[config.mk]
export PLATFORM = sky130hd
export DESIGN_NAME = acb_sqrt
export DESIGN_NICKNAME = d
export VERILOG_FILES = /design/src/sv/assert_macros.svh /design/src/sv/acb_pkg.sv /design/src/sv/acb_sqrt.sv
export SDC_FILE = /design/constraint.sdc
export NUM_CORES = 1
export LEC_CHECK = 0
export ABC_AREA = 1
export CORE_UTILIZATION = 40
export DETAILED_ROUTE_END_ITERATION = 8
export DONT_BUFFER_PORTS = 1
export GPL_ROUTABILITY_DRIVEN = 0
export MAX_ROUTING_LAYER = met4
export PLACE_DENSITY = 0.56
export SLEW_MARGIN = 30
export SYNTH_ARGS = -nofsm -noshare
export SYNTH_HDL_FRONTEND = slang
export SYNTH_SLANG_ARGS = --single-unit
[constraint.sdc]
create_clock -name clk_i -period 4.65 [get_ports clk_i]
set_input_delay 0.93 -clock clk_i [delete_from_list [all_inputs] [get_ports clk_i]]
set_output_delay 0.93 -clock clk_i [all_outputs]
set_load 0.05 [all_outputs]
[src/sv/assert_macros.svh]
// Assertion macros for the RTL of the Alamouti combiner, used by acb_obuf.
// Depends on nothing; users must have clk_i and rst_ni in scope.
`ifndef ASSERT_MACROS_SVH
`define ASSERT_MACROS_SVH
`ifndef SYNTHESIS
// Checked on every rising edge outside reset.
`define ACB_ASSERT(lbl, prop, msg) \
  lbl: assert property (@(posedge clk_i) disable iff (!rst_ni) (prop)) else $error(msg);
// Checked on every rising edge, reset included.
`define ACB_ASSERT_ALWAYS(lbl, prop, msg) \
  lbl: assert property (@(posedge clk_i) (prop)) else $error(msg);
`else
`define ACB_ASSERT(lbl, prop, msg)
`define ACB_ASSERT_ALWAYS(lbl, prop, msg)
`endif
`endif

[src/sv/acb_pkg.sv]
// Shared widths and types of the Alamouti combiner.
// Depends on nothing.
package acb_pkg;
  localparam int SW   = 16;        // sample width
  localparam int PW   = 2 * SW;    // product width
  localparam int SUMW = PW + 2;    // sum of four products
  localparam int MSW  = SW + 1;    // sum of two magnitudes
  localparam int NW   = SUMW;      // doubled absolute numerator

  typedef logic signed [SW-1:0]   samp_t;
  typedef logic signed [SUMW-1:0] acc_t;

  typedef struct packed {
    acc_t r2i;
    acc_t r2r;
    acc_t r1i;
    acc_t r1r;
  } sums_t;

  typedef struct packed {
    logic  zero_channel;
    samp_t sym2_imag;
    samp_t sym2_real;
    samp_t sym1_imag;
    samp_t sym1_real;
  } res_t;
endpackage

[src/sv/acb_sqrt.sv]
// Pipelined integer square root, one result bit per register stage.
// Depends on acb_pkg.
module acb_sqrt
  import acb_pkg::*;
(
  input  logic          clk_i,
  input  logic          ce_i,
  input  logic [PW-1:0] sq_i,
  output logic [SW-1:0] mag_o
);
  logic [PW:0] res_q [SW];
  logic [PW:0] v_q   [SW];
  logic [PW:0] res_in [SW];
  logic [PW:0] v_in   [SW];
  logic [PW:0] res_d  [SW];
  logic [PW:0] v_d    [SW];

  for (genvar k = 0; k < SW; k++) begin : g_stage
    localparam int B = PW - 2 - 2 * k;
    logic [PW:0] bitv;
    logic [PW:0] trial;
    if (k == 0) begin : g_first
      assign res_in[k] = '0;
      assign v_in[k]   = {1'b0, sq_i};
    end else begin : g_next
      assign res_in[k] = res_q[k-1];
      assign v_in[k]   = v_q[k-1];
    end
    assign bitv  = (PW+1)'(1) << B;
    assign trial = res_in[k] + bitv;
    always_comb begin
      if (v_in[k] >= trial) begin
        v_d[k]   = v_in[k] - trial;
        res_d[k] = (res_in[k] >> 1) + bitv;
      end else begin
        v_d[k]   = v_in[k];
        res_d[k] = res_in[k] >> 1;
      end
    end
    always_ff @(posedge clk_i) begin
      if (ce_i) begin
        res_q[k] <= res_d[k];
        v_q[k]   <= v_d[k];
      end
    end
  end

  assign mag_o = res_q[SW-1][SW-1:0];
endmodule

==> reports/results.tsv <==
stage	metric	value	unit
clocking	postCtsHoldBufs	0	
critical_path	crit_start	res_q[1][149]$_DFFE_PP_	
routing	vias_per_cell	4.91	
die	die_y	298	um
logic_synthesis	syn_nets	4173	
cells_and_area	final_cell_mix	nand2_1 (1,283), inv_1 (656), edfxtp_1 (631), nor2_1 (380), nand3_1 (262)	
routing	drtPass1Iterations	5	
logic_synthesis	synth-async-reset-ratio	0	
cells_and_area	diodes	0	
logic_synthesis	synth.distinct_cells	53	
clocking	cts.clk_slew.worst_paths	0.06	ns
clocking	h-tree-depth	3	
critical_path	crit_required	5.02	ns
sta	clock_skew	0.0439	ns
logic_synthesis	synth_enable_flop_cells	631	
routing	drcViolationCount	0	
pwr	p_leak	0.0174	uW
pwr	switchingPower	5120	uW
routing	wl_per_cell	16.4	um
pwr	sw_frac_of_total	0.305	
sta	max_freq	309	MHz
pwr	clock_power_share	0.356	
logic_synthesis	synthTopCellsByArea	edfxtp_1 (54%), nand2_1 (14%), inv_1 (7.0%)	
routing	wl_met2	45.6	mm
cells_and_area	fillCellCount	8524	
cells_and_area	areaGrowthSynthToFinish	10.9	%
sta	finalMaxSlewViolations	0	
routing	wl_met1	34.4	mm
critical_path	endpoint_kind	register	
logic_synthesis	yosysWarnings	0	
sta	setup_viol	0	
logic_synthesis	ys_seq_area_frac	0.540	
logic_synthesis	synth_largest_area_cell	edfxtp_1	
global_routing	grt_max_degree	632	
die	fp.dieW	298	um
placed_design	dp_hpwl	65.7	mm
global_routing	antenna_found_initial	0	
clocking	cts_setup_buffers	0	
logic_synthesis	synthCells	3989	
critical_path	r2r-start	res_q[1][149]$_DFFE_PP_	
clocking	cts_buffers	74	
routing	wl	86.4	mm
sta	grt_setup_unrepaired	no	
global_routing	grt_pass1_wl	136	mm
die	core	0.0868	mm2
clocking	cts_max_path_buffers	3	
sta	tns	0	ns
critical_path	arrival	3.60	ns
logic_synthesis	yosysTopAreaCellShare	0.540	
global_routing	grt_overflow	0	
routing	routed-wl-met3	2.98	mm
die	io_pins	50	
clocking	cts_tree	yes	
pwr	p_comb_frac	0.193	
global_routing	grt_pass1_vias	25300	
clocking	cts_resized	0	
critical_path	worstSetupPathType	register to register	
logic_synthesis	yosys_register_bits	631	
routing	vias	25800	
sta	tightest_slew	0.931	ns
placed_design	numPortBuffers	0	
worst_hold_path	min-delay-start	sq_i[11]	
cells_and_area	fin_cells	5251	
sta	period_needed	3.23	ns
clocking	cts_root_buf	clkbuf_16	
cells_and_area	finalNetCount	4226	
critical_path	critPathMaxFanout	30	
logic_synthesis	synth_area	0.0351	mm2
worst_hold_path	hold_class	primary input to register	
pwr	power_density	432	mW/mm2
cells_and_area	drive_gt1_frac	0.0505	
placed_design	place_inst	5117	
status	status	complete, no violations	
logic_synthesis	syn_avg_cell_area	8.79	um2
die	initial_core_util	0.404	
die	die-area	0.0888	mm2
cells_and_area	final_common_cell	nand2_1	
routing	route.top_layer_used	met4	
clocking	numClockSinks	631	
sta	hold_violations	0	
job	cap_violations	0	
pwr	p_int	11700	uW
clocking	clk_latency	0.66	ns
routing	drtIter0Drc	1493	
global_routing	grtUsageTotal	0.201	
die	rows	108	
pwr	seqPwrFrac	0.451	
sta	min_period_over_period	0.695	
sta	relSlewSlack	0.376	
routing	ant_nets	0	
logic_synthesis	synth-main-ff-cell	edfxtp_1	
pwr	irDropWorstVdd	0.455	mV
critical_path	cp-start-kind	register	
[registers in the layout, summed over array words and instances (netlist names)]
signal / flops
v_q: 495
res_q: 136
[final timing paths]
check / endpoint / slack, ns / depth (start not counted)
hold / removal: v_q[0][11]$_DFFE_PP_ / 0.37 / 0
setup / recovery: v_q[1][181]$_DFFE_PP_ / 1.42 / 11
hold reg to reg: res_q[1][111]$_DFFE_PP_ / 0.43 / 0
setup reg to reg: v_q[1][181]$_DFFE_PP_ / 1.42 / 11
[kinds of logic after synthesis]
group           synth area share
simple gates               0.260
buf+inv                   0.0783
flops                      0.540
compound gates            0.0390
fa+ha+maj                 0.0535
xor+xnor                  0.0285
[power groups by stage]
| stage | logic, uW | registers, uW | clock network (uW) |
|---|---|---|---|
| 2_1_floorplan | 2410 | 7440 | 0 |
| 3_5_place_dp | 3120 | 7690 | 0 |
| 6_report | 3240 | 7570 | 5970 |
| 5_1_grt | 3720 | 7630 | 6330 |
| 4_1_cts | 3140 | 7580 | 6120 |
| 3_3_place_gp | 3100 | 7690 | 0 |
[synth_stat cells (all sizes together) (2+ instances only)]
master     n
nand2   1299
and2       7
edfxtp   631
nor4      25
inv      667
nor3      45
a22oi      2
o21bai     7
buf       28
a21o       5
or2       12
xnor2     30
a21boi     5
xor2      84
o21ai     75
ha       150
a21oi    139
a211oi     2
nand3b    31
nand3    270
nand4     72
nor2     393
[critical path, cell delays in order (launching register included)]
cell	delay, ns
edfxtp_1	0.42
inv_1	0.08
ha_1	0.34
nand2_1	0.14
nor2_1	0.48
nand3_1	0.26
nor2_1	0.20
a21oi_2	0.08
nand2_2	0.48
inv_2	0.29
nand2_1	0.14
nand2_1	0.06
[metal layers]
layer  up-vias  track usage
li1      13100            -
met1     11900        0.218
met2       537        0.366
met3       200       0.0279
met4         0       0.0802
met5         -            -
[per-stage QoR]
step | hold WS, ns | worst slack [ns] | cell area [um2] | util | power (uW)
final | 0.371 | 1.42 | 38900 | 0.448 | 16800
after floorplan | 0.417 | 2.61 | 35100 | - | 9850
after detailed placement | 0.433 | 1.45 | 36300 | 0.418 | 10800
after CTS | 0.322 | 1.44 | 38800 | 0.447 | 16800
after global placement | 0.420 | 1.47 | 36300 | 0.418 | 10800
after global routing | 0.327 | 1.23 | 38900 | 0.448 | 17700
[cell type report]
class	count	area, um2	area share
Sequential cell	631	18900	0.487
Timing Repair Buffer	5	118	0.00302
Tap cell	1155	1450	0.0372
Inverter	667	2500	0.0644
Clock buffer	81	1880	0.0483
Multi-Input combinational cell	2663	13400	0.344
Clock inverter	49	614	0.0158
No activity file was read; power rests on OpenSTA's default activity.
