<file path="src/sv/assert_macros.svh">
// Assertion macros for the RTL of the Alamouti combiner, used by acb_obuf.
// Depends on nothing; users must have clk_i and rst_ni in scope.
`ifndef ASSERT_MACROS_SVH
`define ASSERT_MACROS_SVH
`ifndef SYNTHESIS
// Checked on every rising edge outside reset.
`define ACB_ASSERT(lbl, prop, msg) \
  lbl: assert property (@(posedge clk_i) disable iff (!rst_ni) (prop)) else $error(msg);
// Checked on every rising edge, reset included.
`define ACB_ASSERT_ALWAYS(lbl, prop, msg) \
  lbl: assert property (@(posedge clk_i) (prop)) else $error(msg);
`else
`define ACB_ASSERT(lbl, prop, msg)
`define ACB_ASSERT_ALWAYS(lbl, prop, msg)
`endif
`endif

</file>
<file path="src/sv/acb_pkg.sv">
// Shared widths and types of the Alamouti combiner.
// Depends on nothing.
package acb_pkg;
  localparam int SW   = 16;        // sample width
  localparam int PW   = 2 * SW;    // product width
  localparam int SUMW = PW + 2;    // sum of four products
  localparam int MSW  = SW + 1;    // sum of two magnitudes
  localparam int NW   = SUMW;      // doubled absolute numerator

  typedef logic signed [SW-1:0]   samp_t;
  typedef logic signed [SUMW-1:0] acc_t;

  typedef struct packed {
    acc_t r2i;
    acc_t r2r;
    acc_t r1i;
    acc_t r1r;
  } sums_t;

  typedef struct packed {
    logic  zero_channel;
    samp_t sym2_imag;
    samp_t sym2_real;
    samp_t sym1_imag;
    samp_t sym1_real;
  } res_t;
endpackage

</file>
<file path="src/sv/acb_div.sv">
// Pipelined restoring divider with truncation and saturation to a sample.
// Depends on acb_pkg; data passes the flag stage, the quotient bit stages and the output register.
module acb_div
  import acb_pkg::*;
(
  input  logic           clk_i,
  input  logic           ce_i,
  input  logic [NW-1:0]  num_i,
  input  logic           neg_i,
  input  logic [MSW-1:0] den_i,
  output samp_t          sym_o
);
  logic [NW-1:0]  rem_q [SW];
  logic [SW-2:0]  quo_q [SW];
  logic [MSW-1:0] den_q [SW];
  logic           neg_q [SW];
  logic           big_q [SW];
  samp_t          sym_q;

  // First stage flags quotients of a full sample or more.
  always_ff @(posedge clk_i) begin
    if (ce_i) begin
      rem_q[0] <= num_i;
      quo_q[0] <= '0;
      den_q[0] <= den_i;
      neg_q[0] <= neg_i;
      big_q[0] <= num_i >= (NW'(den_i) << (SW - 1));
    end
  end

  for (genvar k = 1; k < SW; k++) begin : g_step
    localparam int I = SW - 1 - k;
    logic [NW-1:0] dsh;
    logic [NW-1:0] rem_d;
    logic [SW-2:0] quo_d;
    assign dsh = NW'(den_q[k-1]) << I;
    always_comb begin
      rem_d = rem_q[k-1];
      quo_d = quo_q[k-1];
      if (rem_q[k-1] >= dsh) begin
        rem_d = rem_q[k-1] - dsh;
        quo_d[I] = 1'b1;
      end
    end
    always_ff @(posedge clk_i) begin
      if (ce_i) begin
        rem_q[k] <= rem_d;
        quo_q[k] <= quo_d;
        den_q[k] <= den_q[k-1];
        neg_q[k] <= neg_q[k-1];
        big_q[k] <= big_q[k-1];
      end
    end
  end

  always_ff @(posedge clk_i) begin
    if (ce_i) begin
      if (neg_q[SW-1]) begin
        sym_q <= big_q[SW-1] ? {1'b1, {(SW-1){1'b0}}} : -$signed({1'b0, quo_q[SW-1]});
      end else begin
        sym_q <= big_q[SW-1] ? {1'b0, {(SW-1){1'b1}}} : $signed({1'b0, quo_q[SW-1]});
      end
    end
  end

  assign sym_o = sym_q;
endmodule

</file>
<file path="config.mk">
export PLATFORM = sky130hd
export DESIGN_NAME = acb_div
export DESIGN_NICKNAME = d
export VERILOG_FILES = /design/src/sv/assert_macros.svh /design/src/sv/acb_pkg.sv /design/src/sv/acb_div.sv
export SDC_FILE = /design/constraint.sdc
export NUM_CORES = 2
export LEC_CHECK = 0
export BUFFER_PORTS_ARGS = -buffer_cell sky130_fd_sc_hd__buf_2
export CAP_MARGIN = 20
export CELL_PAD_IN_SITES_DETAIL_PLACEMENT = 0
export CELL_PAD_IN_SITES_GLOBAL_PLACEMENT = 1
export CORE_MARGIN = 2
export CORE_UTILIZATION = 26
export CTS_CLUSTER_DIAMETER = 50
export DETAILED_ROUTE_END_ITERATION = 10
export PLACE_DENSITY = 0.48
export SLEW_MARGIN = 20
export SYNTH_ARGS = -nofsm -noshare
export SYNTH_HDL_FRONTEND = slang
export SYNTH_SLANG_ARGS = --single-unit
</file>
<file path="constraint.sdc">
create_clock -name clk_i -period 3.25 [get_ports clk_i]
set_input_delay 0.65 -clock clk_i [delete_from_list [all_inputs] [get_ports clk_i]]
set_output_delay 0.65 -clock clk_i [all_outputs]
set_load 0.1 [all_outputs]
</file>
==> impl_metrics.json <==
{
  "slew_viol_final": 0,
  "first_global_vias": 32190,
  "slew_headroom_pct": 41.94,
  "finalCritPeriodShare_pct": 96.15,
  "synth_xor_area_share_pct": 5.587,
  "arrival_ps": 3610,
  "cts_tree": "built",
  "synth-async-reset-ratio_pct": 0,
  "cp-start-kind": "flip-flop",
  "clock_path_buffers": 3,
  "fp.dieW_microns": 429.3,
  "ios": 70,
  "crit_path_top_delay_cell": "or4b_4",
  "setup_viol": 0,
  "netlist_area_sq_um": 47030,
  "crit_path_max_incr_delay_ps": 550,
  "die-area_sq_um": 184300,
  "grt_use_total_pct": 13.12,
  "seq_area_frac_synth_pct": 59.58,
  "first_iter_violations": 1419,
  "synth_ff_type": "edfxtp_1",
  "ys_warn_count": 0,
  "drive_gt1_share_pct": 17.85,
  "crit_required_ps": 3730,
  "avgRoutedWirePerCell_microns": 17.59,
  "skew_ps": 31.02,
  "synthCells": 3885,
  "leakagePower_nw": 22.31,
  "period_minus_slack_ps": 3125,
  "hold_ws_ps": 91.21,
  "avgSynthCellArea_sq_um": 12.10,
  "power_density_nw_per_um2": 796.5,
  "postCtsHoldBufs": 0,
  "crit_type": "flip-flop to flip-flop",
  "yosys.area.top_type_share_pct": 59.58,
  "clock_sinks": 933,
  "ir_drop_uv": 440.1,
  "final_core_util_pct": 32.32,
  "synth_top_area_cell": "edfxtp_1",
  "multi_input_area_sq_um": 17990,
  "grt-ovfl-total": 0,
  "min_path_type": "primary input to flip-flop",
  "synth_top_family_by_area": "simple AND/OR/NAND/NOR gates",
  "status": "finished clean",
  "vias": 30940,
  "tns_ps": 0,
  "dpl_cell_area_sq_um": 53220,
  "synth_edf_count": 933,
  "maxCapViolCount": 0,
  "synthSimpleGateAreaFrac_pct": 11.59,
  "nFillCells": 18180,
  "stdcell_count": 6887,
  "cts_buffers": 133,
  "synth_area_leaders": "edfxtp_1 60%, ha_1 7.3%, xor2_1 3.6%",
  "netlist-cell-type-count": 82,
  "clock.fmax_mhz": 320.0,
  "tightest_slew_ps": 857.4,
  "hold_viol_final": 0,
  "drc": 0,
  "ant_nets": 0,
  "synthMuxAreaShare_pct": 0.5188,
  "drt-pass1-iter-count": 7,
  "syn2layout_area_growth_pct": 23.83,
  "worstPathCellList": "ha_1 -> buf_6 -> nor4b_4 -> nand4_1 -> nor3_2 -> a31oi_1 -> nor3b_2 -> or4b_4 -> nor4_4 -> xor2_1",
  "clock_latency_ps": 750,
  "design.core.area_sq_um": 180200,
  "clock-root-buffer": "clkbuf_16",
  "endpoint_kind": "flip-flop",
  "synthAdderAreaFrac_pct": 7.860,
  "syn-num-nets": 4226,
  "ys_ff_latch": 933,
  "die_y_microns": 429.3,
  "clk_pin_slew_ps": 60,
  "row_count": 156,
  "nets": 4753,
  "grt_pass1_wl_microns": 187700,
  "rsz0062_at_grt": "true",
  "area.sequential_sq_um": 28020,
  "routed_wl_microns": 121100,
  "port_buffers": 69,
  "routed_via_density": 4.493,
  "cp_max_fo": 4,
  "place_hpwl_microns": 93390,
  "antenna_found_initial": 3,
  "grt_max_degree": 97,
  "design_area_sq_um": 58230,
  "placed_cells": 6634,
  "start_util_pct": 26.10,
  "synth-compound-area-share_pct": 11.57,
  "htreeDepth": 4,
  "gp_congestion": 0.8217
}
[registers in the layout, summed over array words and instances, names as in the netlist]
| signal | flops |
|---|---|
| big_q | 16 |
| neg_q | 16 |
| sym_o | 16 |
| rem_q | 510 |
| den_q | 255 |
| quo_q | 120 |
[where the power goes]
| part | total [mW] | leakage [nW] | internal, mW | switching, mW |
|---|---|---|---|---|
| logic | 14.2 | 11.2 | 6.43 | 7.73 |
| clock network | 14.4 | 2.12 | 8.88 | 5.53 |
| registers | 17.8 | 8.99 | 16.3 | 1.53 |
[stage by stage]
stage,power (mW),setup slack [ps]
finish,46.38,125.0
global route,49.35,-13.36
CTS,46.88,-21.40
detailed placement,32.06,-587.1
global placement,32.06,-581.5
floorplan,26.51,269.8
[cell families (layout without fill, tap and decap cells)]
| family | after synthesis | count (layout) |
|---|---|---|
| other | 0 | 1 |
| multiplexers | 22 | 22 |
| buffers and inverters | 407 | 1038 |
| AO/OA/AOI/OAI | 868 | 868 |
| XOR/XNOR | 300 | 300 |
| flip-flops | 933 | 933 |
| AND/OR/NAND/NOR | 1068 | 1068 |
| adder cells (fa/ha/maj) | 287 | 287 |
[critical path, delay by kind of cell, from the launching register on]
kind | cells | cell delay (ps)
AOI/OAI and AO/OA | 1 | 140
DFF | 1 | 390
and+or+nand+nor | 6 | 1770
buffers and inverters | 1 | 140
adders and majority gates | 1 | 330
xor gates and xnor gates | 1 | 100
[area by class of cell]
class                      count  area share (%)
multi-input combinational   2545           30.89
tap                         2370           5.092
inverter                     340           2.192
sequential                   933           48.11
timing repair buffer         459           6.156
clock buffer                 156           5.937
clock inverter                83           1.620
antenna                        1        0.004297
[timing repair]
action,CTS,global route
setup buffers,4,10
gates resized for setup,25,78
pin swaps,6,23
setup endpoints to repair,74,132
[routing by layer]
metal / part of all wire, % / wire length, microns / up-vias / track usage, %
met5: 0 / 0 / - / 0
met4: 3.3 / 4042 / 0 / 4.889
met3: 2.9 / 3465 / 196 / 2.176
met2: 53 / 63950 / 392 / 24.73
met1: 41 / 49660 / 14810 / 14.65
li1: - / - / 15550 / -
[layout by cell type, fill, tap and decap left out, types with 108 or more instances in the layout]
master     netlist  routed
edfxtp_1       933     933
buf_4            3     362
inv_1          338     337
nand2_1        317     316
o21ai_0        281     278
ha_1           273     270
nor2_1         198     194
a21oi_1        194     193
xor2_1         191     191
clkbuf_16        0     135
xnor2_1        109     108
[synthesized netlist by cell type (all sizes together) (11+ instances only)]
master  count
or4        22
o31ai      40
nor3       93
o21a       62
xor2      191
a21oi     195
clkbuf     59
o31a       25
ha        273
o21ai     283
a31oi      20
o211ai     17
nor2b      40
a211oi     25
xnor2     109
nand4      36
nand3      53
nor2      198
and3       19
mux2       19
nor4b      19
o21bai     17
inv       339
or3        42
a21boi     11
fa         14
nand2     317
and2       16
edfxtp    933
nand2b     47
a21o       86
or2        29
nand4b     16
nor4       81
[path summary, 6_finish.rpt]
kind	start	end	slack [ps]	depth (start not counted)
min	num_i[1]	rem_q[0][1]	90	1
max reg2reg	rem_q[0][184]	rem_q[0][237]	120	10
min reg2reg	big_q[0][5]	big_q[0][6]	400	0
max	rem_q[0][184]	rem_q[0][237]	120	10
No activity file was read; power rests on OpenSTA's default activity.
