## src/sv/assert_macros.svh

```systemverilog
// Assertion macros for the RTL of the Alamouti combiner, used by acb_obuf.
// Depends on nothing; users must have clk_i and rst_ni in scope.
`ifndef ASSERT_MACROS_SVH
`define ASSERT_MACROS_SVH
`ifndef SYNTHESIS
// Checked on every rising edge outside reset.
`define ACB_ASSERT(lbl, prop, msg) \
  lbl: assert property (@(posedge clk_i) disable iff (!rst_ni) (prop)) else $error(msg);
// Checked on every rising edge, reset included.
`define ACB_ASSERT_ALWAYS(lbl, prop, msg) \
  lbl: assert property (@(posedge clk_i) (prop)) else $error(msg);
`else
`define ACB_ASSERT(lbl, prop, msg)
`define ACB_ASSERT_ALWAYS(lbl, prop, msg)
`endif
`endif

```

## src/sv/acb_pkg.sv

```systemverilog
// Shared widths and types of the Alamouti combiner.
// Depends on nothing.
package acb_pkg;
  localparam int SW   = 16;        // sample width
  localparam int PW   = 2 * SW;    // product width
  localparam int SUMW = PW + 2;    // sum of four products
  localparam int MSW  = SW + 1;    // sum of two magnitudes
  localparam int NW   = SUMW;      // doubled absolute numerator

  typedef logic signed [SW-1:0]   samp_t;
  typedef logic signed [SUMW-1:0] acc_t;

  typedef struct packed {
    acc_t r2i;
    acc_t r2r;
    acc_t r1i;
    acc_t r1r;
  } sums_t;

  typedef struct packed {
    logic  zero_channel;
    samp_t sym2_imag;
    samp_t sym2_real;
    samp_t sym1_imag;
    samp_t sym1_real;
  } res_t;
endpackage

```

## src/sv/acb_obuf.sv

```systemverilog
// Output register with one skid entry for the combiner result stream.
// Depends on acb_pkg and assert_macros.svh.
`include "assert_macros.svh"
module acb_obuf
  import acb_pkg::*;
(
  input  logic clk_i,
  input  logic rst_ni,
  input  logic in_valid_i,
  input  res_t in_data_i,
  output logic ce_o,
  output logic out_valid_o,
  output res_t out_data_o,
  input  logic out_ready_i
);
  logic ov_q, ov_d;
  logic sv_q, sv_d;
  res_t od_q, sd_q;

  assign ce_o = !sv_q;

  always_comb begin
    ov_d = ov_q;
    sv_d = sv_q;
    if (sv_q) begin
      if (out_ready_i) begin
        sv_d = 1'b0;
      end
    end else if (in_valid_i) begin
      if (ov_q && !out_ready_i) begin
        sv_d = 1'b1;
      end else begin
        ov_d = 1'b1;
      end
    end else if (out_ready_i) begin
      ov_d = 1'b0;
    end
  end

  always_ff @(posedge clk_i or negedge rst_ni) begin
    if (!rst_ni) begin
      ov_q <= 1'b0;
      sv_q <= 1'b0;
    end else begin
      ov_q <= ov_d;
      sv_q <= sv_d;
    end
  end

  always_ff @(posedge clk_i) begin
    if (sv_q) begin
      if (out_ready_i) begin
        od_q <= sd_q;
      end
    end else if (in_valid_i) begin
      if (ov_q && !out_ready_i) begin
        sd_q <= in_data_i;
      end else begin
        od_q <= in_data_i;
      end
    end
  end

  assign out_valid_o = ov_q;
  assign out_data_o  = od_q;

  `ACB_ASSERT_ALWAYS(a_skid_needs_out, sv_q |-> ov_q, "skid entry full while output empty")
  `ACB_ASSERT(a_skid_holds, sv_q && !out_ready_i |=> sv_q && $stable(sd_q), "skid entry lost")
  `ACB_ASSERT(a_zero_out, ov_q && od_q.zero_channel |-> od_q.sym1_real == '0 && od_q.sym1_imag == '0 && od_q.sym2_real == '0 && od_q.sym2_imag == '0, "zero channel with nonzero symbols")
endmodule

```

## config.mk

```make
export PLATFORM = sky130hd
export DESIGN_NAME = acb_obuf
export DESIGN_NICKNAME = d
export VERILOG_FILES = /design/src/sv/acb_pkg.sv /design/src/sv/acb_obuf.sv
export VERILOG_INCLUDE_DIRS = /design/src /design/src/sv
export SDC_FILE = /design/constraint.sdc
export NUM_CORES = 1
export LEC_CHECK = 0
export BUFFER_PORTS_ARGS = -buffer_cell sky130_fd_sc_hd__buf_2
export CORE_UTILIZATION = 48
export DETAILED_ROUTE_END_ITERATION = 10
export GPL_TIMING_DRIVEN = 0
export PLACE_DENSITY_LB_ADDON = 0.25
export SYNTH_ARGS = -nofsm -noshare
export SYNTH_HDL_FRONTEND = slang
export SYNTH_SLANG_ARGS = --single-unit
```

## constraint.sdc

```tcl
create_clock -name clk_i -period 6.57 [get_ports clk_i]
set_input_delay 0.9855 -clock clk_i [delete_from_list [all_inputs] [get_ports clk_i]]
set_output_delay 0.9855 -clock clk_i [all_outputs]
set_load 0.02 [all_outputs]
```

==> impl_metrics.ini, run 1 <==
[cts]
htreeDepth = 4
insertion_delay_ns = 0.51
post_cts_buffers = 0
cts.sinks = 132
root_buffer = clkbuf_8
cts_made_buffers = 17
clk_path_buf_depth = 2
hold_buffers = 0
path_clk_slew_ns = 0.06
cts_resized = 0
cts_tree = built

[yosys]
syn_nets = 282
synth_cell_types = 12
syn_area_sq_um = 5130
ys_seq_elements = 132
syn_avg_cell_area_sq_um = 24.1
synth.yosys.seq_area_share = 0.770
ys.warnings.count = 0
synth_cells = 213

[setup_path]
critical_path_class = register to output pin
crit_fanout = 10
endpoint_kind = output pin
required_ns = 5.58
arrival_ns = 1.41
start_kind = register

[global_routing]
grt_usage = 0.158
grt_pass1_vias = 2549
grt_remaining_overflow = 0
grt_pass1_wl_microns = 12800
grt_antenna_before_repair = 0
grt_max_degree = 66

[final_layout]
diodes = 0
seqCellArea_sq_um = 3950
nets = 437
final_cells = 517
num-fill-cells = 734
areaGrowthSynthToFinish_pct = 28.4
multi_input_area_sq_um = 1040
drive_gt1_frac = 0.638

[place]
gp_congestion = 0.701
dp_cells = 485
hpwl_microns = 5340
io_buffers = 135

[sta]
post-route-period-util = 0.365
setup_violations = 0
relSlewSlack = 0.391
rsz0062_at_grt = false
finalMaxSlewViolations = 0
fin_setup_tns_ns = 0
fmax_ghz = 0.417
final.min_clock_period_ns = 2.40
final_hold_viol_count = 0
finClkSkew_ns = 0.00646
worst_pin_slew_ns = 0.914

[outcome]
outcome = completed

[die]
die_y_microns = 105
start_util = 0.497
fp.dieW_microns = 105
dieArea_sq_um = 11100
rows = 37
ioPinCount = 136
coreArea_sq_um = 10300

[pwr]
p_leak_nw = 2.64
vdd_drop_max_mv = 0.186
p_per_area_nw_per_um2 = 335

[route]
wirelength_microns = 8140
routed_via_density = 4.77
post_drt_wl_per_cell_microns = 15.7
drtIter0Drc = 78
drtAntennaViolNets = 0
dr.pass1.iters = 4
drc = 0
num_vias = 2466

[job]
drv_cap = 0

[min_path]
hp-class = primary input to async pin
==> final cells by class <==
cell class / count / area share
Timing Repair Buffer: 136 / 0.106
Sequential cell: 132 / 0.600
Tap cell: 136 / 0.0258
Clock buffer: 17 / 0.0628
Buffer: 8 / 0.0230
Clock inverter: 15 / 0.0249
Inverter: 1 / 0.000570
Multi-Input combinational cell: 72 / 0.157
==> synthesized netlist by cell type <==
master      n  area share
a21oi_1     1     0.00097
a22o_1      1      0.0017
and4bb_2    1      0.0024
buf_12      7       0.027
buf_6       1      0.0022
dfrtp_1     2      0.0097
edfxtp_1  130        0.76
inv_2       1     0.00073
mux2_4     65        0.19
nand2b_1    1      0.0012
nor2_1      2      0.0015
o22a_1      1      0.0017
==> layer usage <==
metal / vias to the layer above / global-route usage / share of wire
met5: - / 0 / 0
met4: 0 / 0.0755 / 0.013
met3: 11 / 0.0637 / 0.070
met2: 87 / 0.246 / 0.49
met1: 1205 / 0.192 / 0.43
li1: 1163 / - / -
==> worst paths after layout <==
path	start	endpoint	slack [ns]	cells past startpoint
setup / recovery	sv_q$_DFF_PN0_	ce_o	4.17	4
hold / removal	rst_ni	out_valid_o$_DFFE_PN0P_	0.25	1
setup reg to reg	sv_q$_DFF_PN0_	out_data_o[12]$_DFFE_PP_	4.52	4
hold reg to reg	sd_q[40]$_DFFE_PP_	out_data_o[40]$_DFFE_PP_	0.54	1
max in group asynchronous	rst_ni	sv_q$_DFF_PN0_	6.23	1
min in group clk_i	sd_q[40]$_DFFE_PP_	out_data_o[40]$_DFFE_PP_	0.54	1
==> cell usage in the layout, fill, tap and decap left out <==
cell,netlist,routed
clkinv_2,0,6
bufinv_16,0,3
inv_6,0,1
clkbuf_16,0,16
clkinv_1,0,1
mux2_4,65,65
nand2b_1,1,1
nor2_1,2,2
and4bb_4,0,1
dfrtp_1,2,2
clkinv_4,0,1
buf_2,0,135
a22o_1,1,1
clkinvlp_4,0,3
a21oi_1,1,1
clkbuf_8,0,1
buf_12,7,8
inv_2,1,1
edfxtp_1,130,130
o22a_4,0,1
buf_6,1,1
==> state kept, by name, indices dropped and copies added (netlist names) <==
name,cells
sv_q,1
sd_q,65
out_data_o,65
out_valid_o,1
==> cell families (layout without fill, tap and decap cells) <==
kind of cell           after synthesis  count (layout)  share of synthesized area
buffers and inverters                9             177                     0.0302
muxes                               65              65                      0.190
AOI/OAI and AO/OA                    3               3                    0.00439
and+or+nand+nor                      4               4                    0.00512
DFF                                132             132                      0.770
==> where the power goes <==
group | switching [W] | internal (W) | total, W
logic | 0.000145 | 0.000125 | 0.000270
clock network | 0.000342 | 0.000573 | 0.000915
registers | 0.0000150 | 0.00101 | 0.00102
total | 0.000502 | 0.00171 | 0.00221
==> critical path: stages, from the launching register on <==
cell and delay [ns]:
dfrtp_1 0.37, buf_6 0.17, buf_12 0.16, inv_2 0.05, buf_2 0.15
==> stage by stage <==
stage / hold slack [ns] / cell area (sq um) / power, W / util / worst slack (ns)
detailed placement: 0.534 / 6010 / 0.00132 / 0.582 / 4.17
global placement: 0.531 / 5980 / 0.00131 / 0.579 / 2.78
floorplan: 0.527 / 5130 / 0.00123 / - / 3.64
global route: 0.219 / 6590 / 0.00229 / 0.638 / 4.09
CTS: 0.216 / 6590 / 0.00223 / 0.638 / 4.13
finish: 0.246 / 6590 / 0.00221 / 0.638 / 4.17
Power figures use the tool's default switching activity.
==> run 2, diff against run 1 <==
Clock period 6.57 ns to 2.32 ns, I/O delays scaled along.
==> impl_metrics.ini, run 2 (synthesis gave the netlist of run 1 again) <==
[outcome]
outcome = completed

[cts]
hold_buffers = 43
path_clk_slew_ns = 0.06
cts_resized = 0
insertion_delay_ns = 0.52
cts.sinks = 132
post_cts_buffers = 0
clk_path_buf_depth = 2
cts_tree = built
cts_made_buffers = 17
root_buffer = clkbuf_8
htreeDepth = 4

[pwr]
p_comb_frac = 0.129
switchingPower_w = 0.00144
clkPwrFrac = 0.420
p_per_area_nw_per_um2 = 909
vdd_drop_max_mv = 0.747
finalPower_w = 0.00643
seq_power_share = 0.451
netSwitchingFraction = 0.223
p_int_w = 0.00499
p_leak_nw = 2.85

[sta]
final.min_clock_period_ns = 2.02
post-route-period-util = 0.873
finClkSkew_ns = 0.00614
worst_pin_slew_ns = 0.899
finalMaxSlewViolations = 0
fmax_ghz = 0.494
final_hold_viol_count = 0
rsz0062_at_grt = false
relSlewSlack = 0.401
setup_violations = 0

[global_routing]
grt_usage = 0.170
grt_remaining_overflow = 0
grt_pass1_vias = 2716
grt_antenna_before_repair = 0
grt_pass1_wl_microns = 13700
grt_max_degree = 66

[route]
routed_via_density = 4.69
post_drt_wl_per_cell_microns = 15.4
wirelength_microns = 8680
drtAntennaViolNets = 0
num_vias = 2636
drc = 0
dr.pass1.iters = 4
drtIter0Drc = 93

[final_layout]
drive_gt1_frac = 0.573
final_cell_mix = 135 x buf_2, 130 x edfxtp_1, 65 x mux2_4
num-fill-cells = 680
diodes = 0
nets = 482
mostFrequentLayoutCell = buf_2
areaGrowthSynthToFinish_pct = 37.8
final_cell_area_sq_um = 7070

[die]
ioPinCount = 136
start_util = 0.497
coreArea_sq_um = 10300
dieArea_sq_um = 11100
fp.dieW_microns = 105
die_y_microns = 105
rows = 37

[job]
drv_cap = 0

[place]
dpl_cell_area_sq_um = 6020
hpwl_microns = 5270
gp_congestion = 0.682
io_buffers = 135

[setup_path]
arrival_ns = 2.16
crit_fanout = 65
endpoint_kind = register
start_kind = register
required_ns = 2.46
critical_path_class = register to register

[min_path]
hp-class = primary input to register
run 2: area by class of cell:
cell class                      count  area (sq um)  share of cell area
Sequential cell                   132          3950               0.559
Clock inverter                     15           189              0.0267
Inverter                            1          3.75            0.000531
Multi-Input combinational cell     72          1040               0.147
Tap cell                          136           170              0.0241
Clock buffer                       17           414              0.0586
Timing Repair Buffer              181          1150               0.163
Buffer                              8           151              0.0214
run 2: final timing paths:
kind	start	end	slack [ns]	depth (start not counted)
worst max register to register	sv_q$_DFF_PN0_	out_data_o[57]$_DFFE_PP_	0.30	4
worst min register to register	sd_q[38]$_DFFE_PP_	out_data_o[38]$_DFFE_PP_	0.54	1
min in group asynchronous	rst_ni	sv_q$_DFF_PN0_	0.14	2
worst min-delay path	in_data_i[53]	sd_q[53]$_DFFE_PP_	0.03	1
max in group asynchronous	rst_ni	out_valid_o$_DFFE_PN0P_	2.09	2
worst max-delay path	sv_q$_DFF_PN0_	out_data_o[57]$_DFFE_PP_	0.30	4
run 2: critical path, stage by stage, from the launching register on:
cell and delay, ns:
dfrtp_1 0.37, buf_6 0.17, buf_12 0.16, nor2_1 0.14, o22a_4 0.75
run 2: through the flow:
step	setup slack, ns	TNS, ns	std cells	hold WS [ns]	utilization
CTS	0.281	0	560	0.00000494	0.683
global route	0.198	0	562	0.00127	0.685
finish	0.295	0	562	0.0261	0.685
detailed placement	0.300	0	485	0.138	0.583
floorplan	0.147	0	213	0.0524	-
global placement	-0.351	-34.06	484	0.134	0.579
run 2: layer usage:
metal,track usage,part of all wire,vias to the layer above
met4,0.0966,0.014,0
met3,0.0643,0.070,11
met2,0.261,0.47,105
li1,-,-,1253
met1,0.206,0.44,1267
met5,0,0,-
run 2: power groups by stage:
| stage | registers (W) | logic [W] | clock network [W] |
|---|---|---|---|
| floorplan | 0.00311 | 0.000362 | 0 |
| detailed placement | 0.00295 | 0.000781 | 0 |
| global route | 0.00291 | 0.000883 | 0.00284 |
| global placement | 0.00295 | 0.000758 | 0 |
| finish | 0.00290 | 0.000831 | 0.00270 |
| CTS | 0.00290 | 0.000839 | 0.00275 |
==> run 3, diff against run 2 <==
Settings changed: BUFFER_PORTS_ARGS -buffer_cell sky130_fd_sc_hd__buf_2 to default, DONT_BUFFER_PORTS from default to 1.
==> impl_metrics.ini, run 3 (synthesis gave the netlist of run 1 again) <==
[sta]
post-route-period-util = 0.875
worst_pin_slew_ns = 0.891
final_hold_viol_count = 0
finalMaxSlewViolations = 0
rsz0062_at_grt = false
setup_violations = 0
fmax_ghz = 0.493
hold-worst-slack_ns = 0.0447
finClkSkew_ns = 0.00752
final.min_clock_period_ns = 2.03
relSlewSlack = 0.406

[setup_path]
critPathSlowestCell = o22a_4
cpLargestDelayFamily = compound AO/OA/AOI/OAI gates
start_kind = register
path_cells = buf_6, buf_12, nor2_1, o22a_4
arrival_ns = 2.17
required_ns = 2.46
crit_fanout = 65
critical_path_class = register to register
endpoint_kind = register
critPathBufInv = 2
cpPeakStageDelay_ns = 0.75

[route]
dr.pass1.iters = 4
drtIter0Drc = 52
routed_via_density = 5.03
drtAntennaViolNets = 0
num_vias = 2268
post_drt_wl_per_cell_microns = 19.9
drc = 0
wirelength_microns = 8970

[cts]
root_buffer = clkbuf_8
cts_tree = built
post_cts_buffers = 0
cts_made_buffers = 17
cts.sinks = 132
clk_path_buf_depth = 2
insertion_delay_ns = 0.52
htreeDepth = 4
path_clk_slew_ns = 0.06

[job]
drv_cap = 0

[die]
dieArea_sq_um = 11100
fp.dieW_microns = 105
rows = 37
ioPinCount = 136
coreArea_sq_um = 10300
die_y_microns = 105
start_util = 0.497

[pwr]
vdd_drop_max_mv = 0.507
finalPower_w = 0.00632
p_leak_nw = 2.40
p_per_area_nw_per_um2 = 953

[global_routing]
grt_usage = 0.175
grt_antenna_before_repair = 0
grt_max_degree = 66
grt_pass1_vias = 2524
grt_remaining_overflow = 0
grt_pass1_wl_microns = 13900

[place]
io_buffers = 0
hpwl_microns = 5060
dp_cells = 350
gp_congestion = 0.708

[final_layout]
areaGrowthSynthToFinish_pct = 29.1
final_cell_mix = 130 x edfxtp_1, 69 x dlygate4sd3_1, 65 x mux2_4
multi_input_area_sq_um = 1040
nets = 371
seqCellArea_sq_um = 3950
final_cells = 451
drive_gt1_frac = 0.337
mostFrequentLayoutCell = edfxtp_1
diodes = 0
num-fill-cells = 707

[min_path]
hp-class = primary input to register

[outcome]
outcome = completed
## run 3: layer usage
layer	vias up	part of all wire	GRT usage	routed length (microns)
met5	-	0	0	0
met2	97	0.50	0.281	4450
met4	0	0.021	0.0905	185
met1	1122	0.41	0.198	3710
li1	1035	-	-	-
met3	14	0.070	0.0779	625
## run 3: what timing repair did
item,in CTS,in global routing
resized for setup,0,0
endpoints found under the hold margin,69,0
hold buffers,69,0
## run 3: worst paths after layout
kind / from / to / slack (ns) / cells past startpoint
setup / recovery: sv_q$_DFF_PN0_ / out_data_o[5]$_DFFE_PP_ / 0.29 / 4
hold / removal: in_data_i[48] / out_data_o[48]$_DFFE_PP_ / 0.04 / 1
setup reg to reg: sv_q$_DFF_PN0_ / out_data_o[5]$_DFFE_PP_ / 0.29 / 4
hold reg to reg: sd_q[23]$_DFFE_PP_ / out_data_o[23]$_DFFE_PP_ / 0.55 / 1
max in group asynchronous: rst_ni / sv_q$_DFF_PN0_ / 2.14 / 1
min in group asynchronous: rst_ni / out_valid_o$_DFFE_PN0P_ / 0.06 / 1
## run 3: stage by stage
step | TNS (ns) | setup WS (ns) | cell area, sq um | util
after floorplan | 0 | 0.147 | 5130 | -
after global placement | -29.25 | -0.311 | 5310 | 0.514
after detailed placement | 0 | 0.312 | 5340 | 0.517
after CTS | 0 | 0.300 | 6630 | 0.642
after global routing | 0 | 0.169 | 6630 | 0.642
final | 0 | 0.290 | 6630 | 0.642
## run 3: worst register-to-register path, cell delays in order, from the launching register on
cell,delay (ns)
dfrtp_1,0.37
buf_6,0.17
buf_12,0.16
nor2_1,0.15
o22a_4,0.75
## run 3: layout make-up
class	count	share of cell area
Clock buffer	18	0.0630
Buffer	8	0.0228
Tap cell	136	0.0257
Clock inverter	14	0.0279
Inverter	1	0.000566
Multi-Input combinational cell	72	0.156
Sequential cell	132	0.596
Timing Repair Buffer	70	0.107
## run 3: report_power, final
group | internal [W] | switching (W) | total, W
Clock | 0.00174 | 0.000975 | 0.00271
Combinational | 0.000315 | 0.000209 | 0.000524
Sequential | 0.00287 | 0.000218 | 0.00308
Total | 0.00492 | 0.00140 | 0.00632
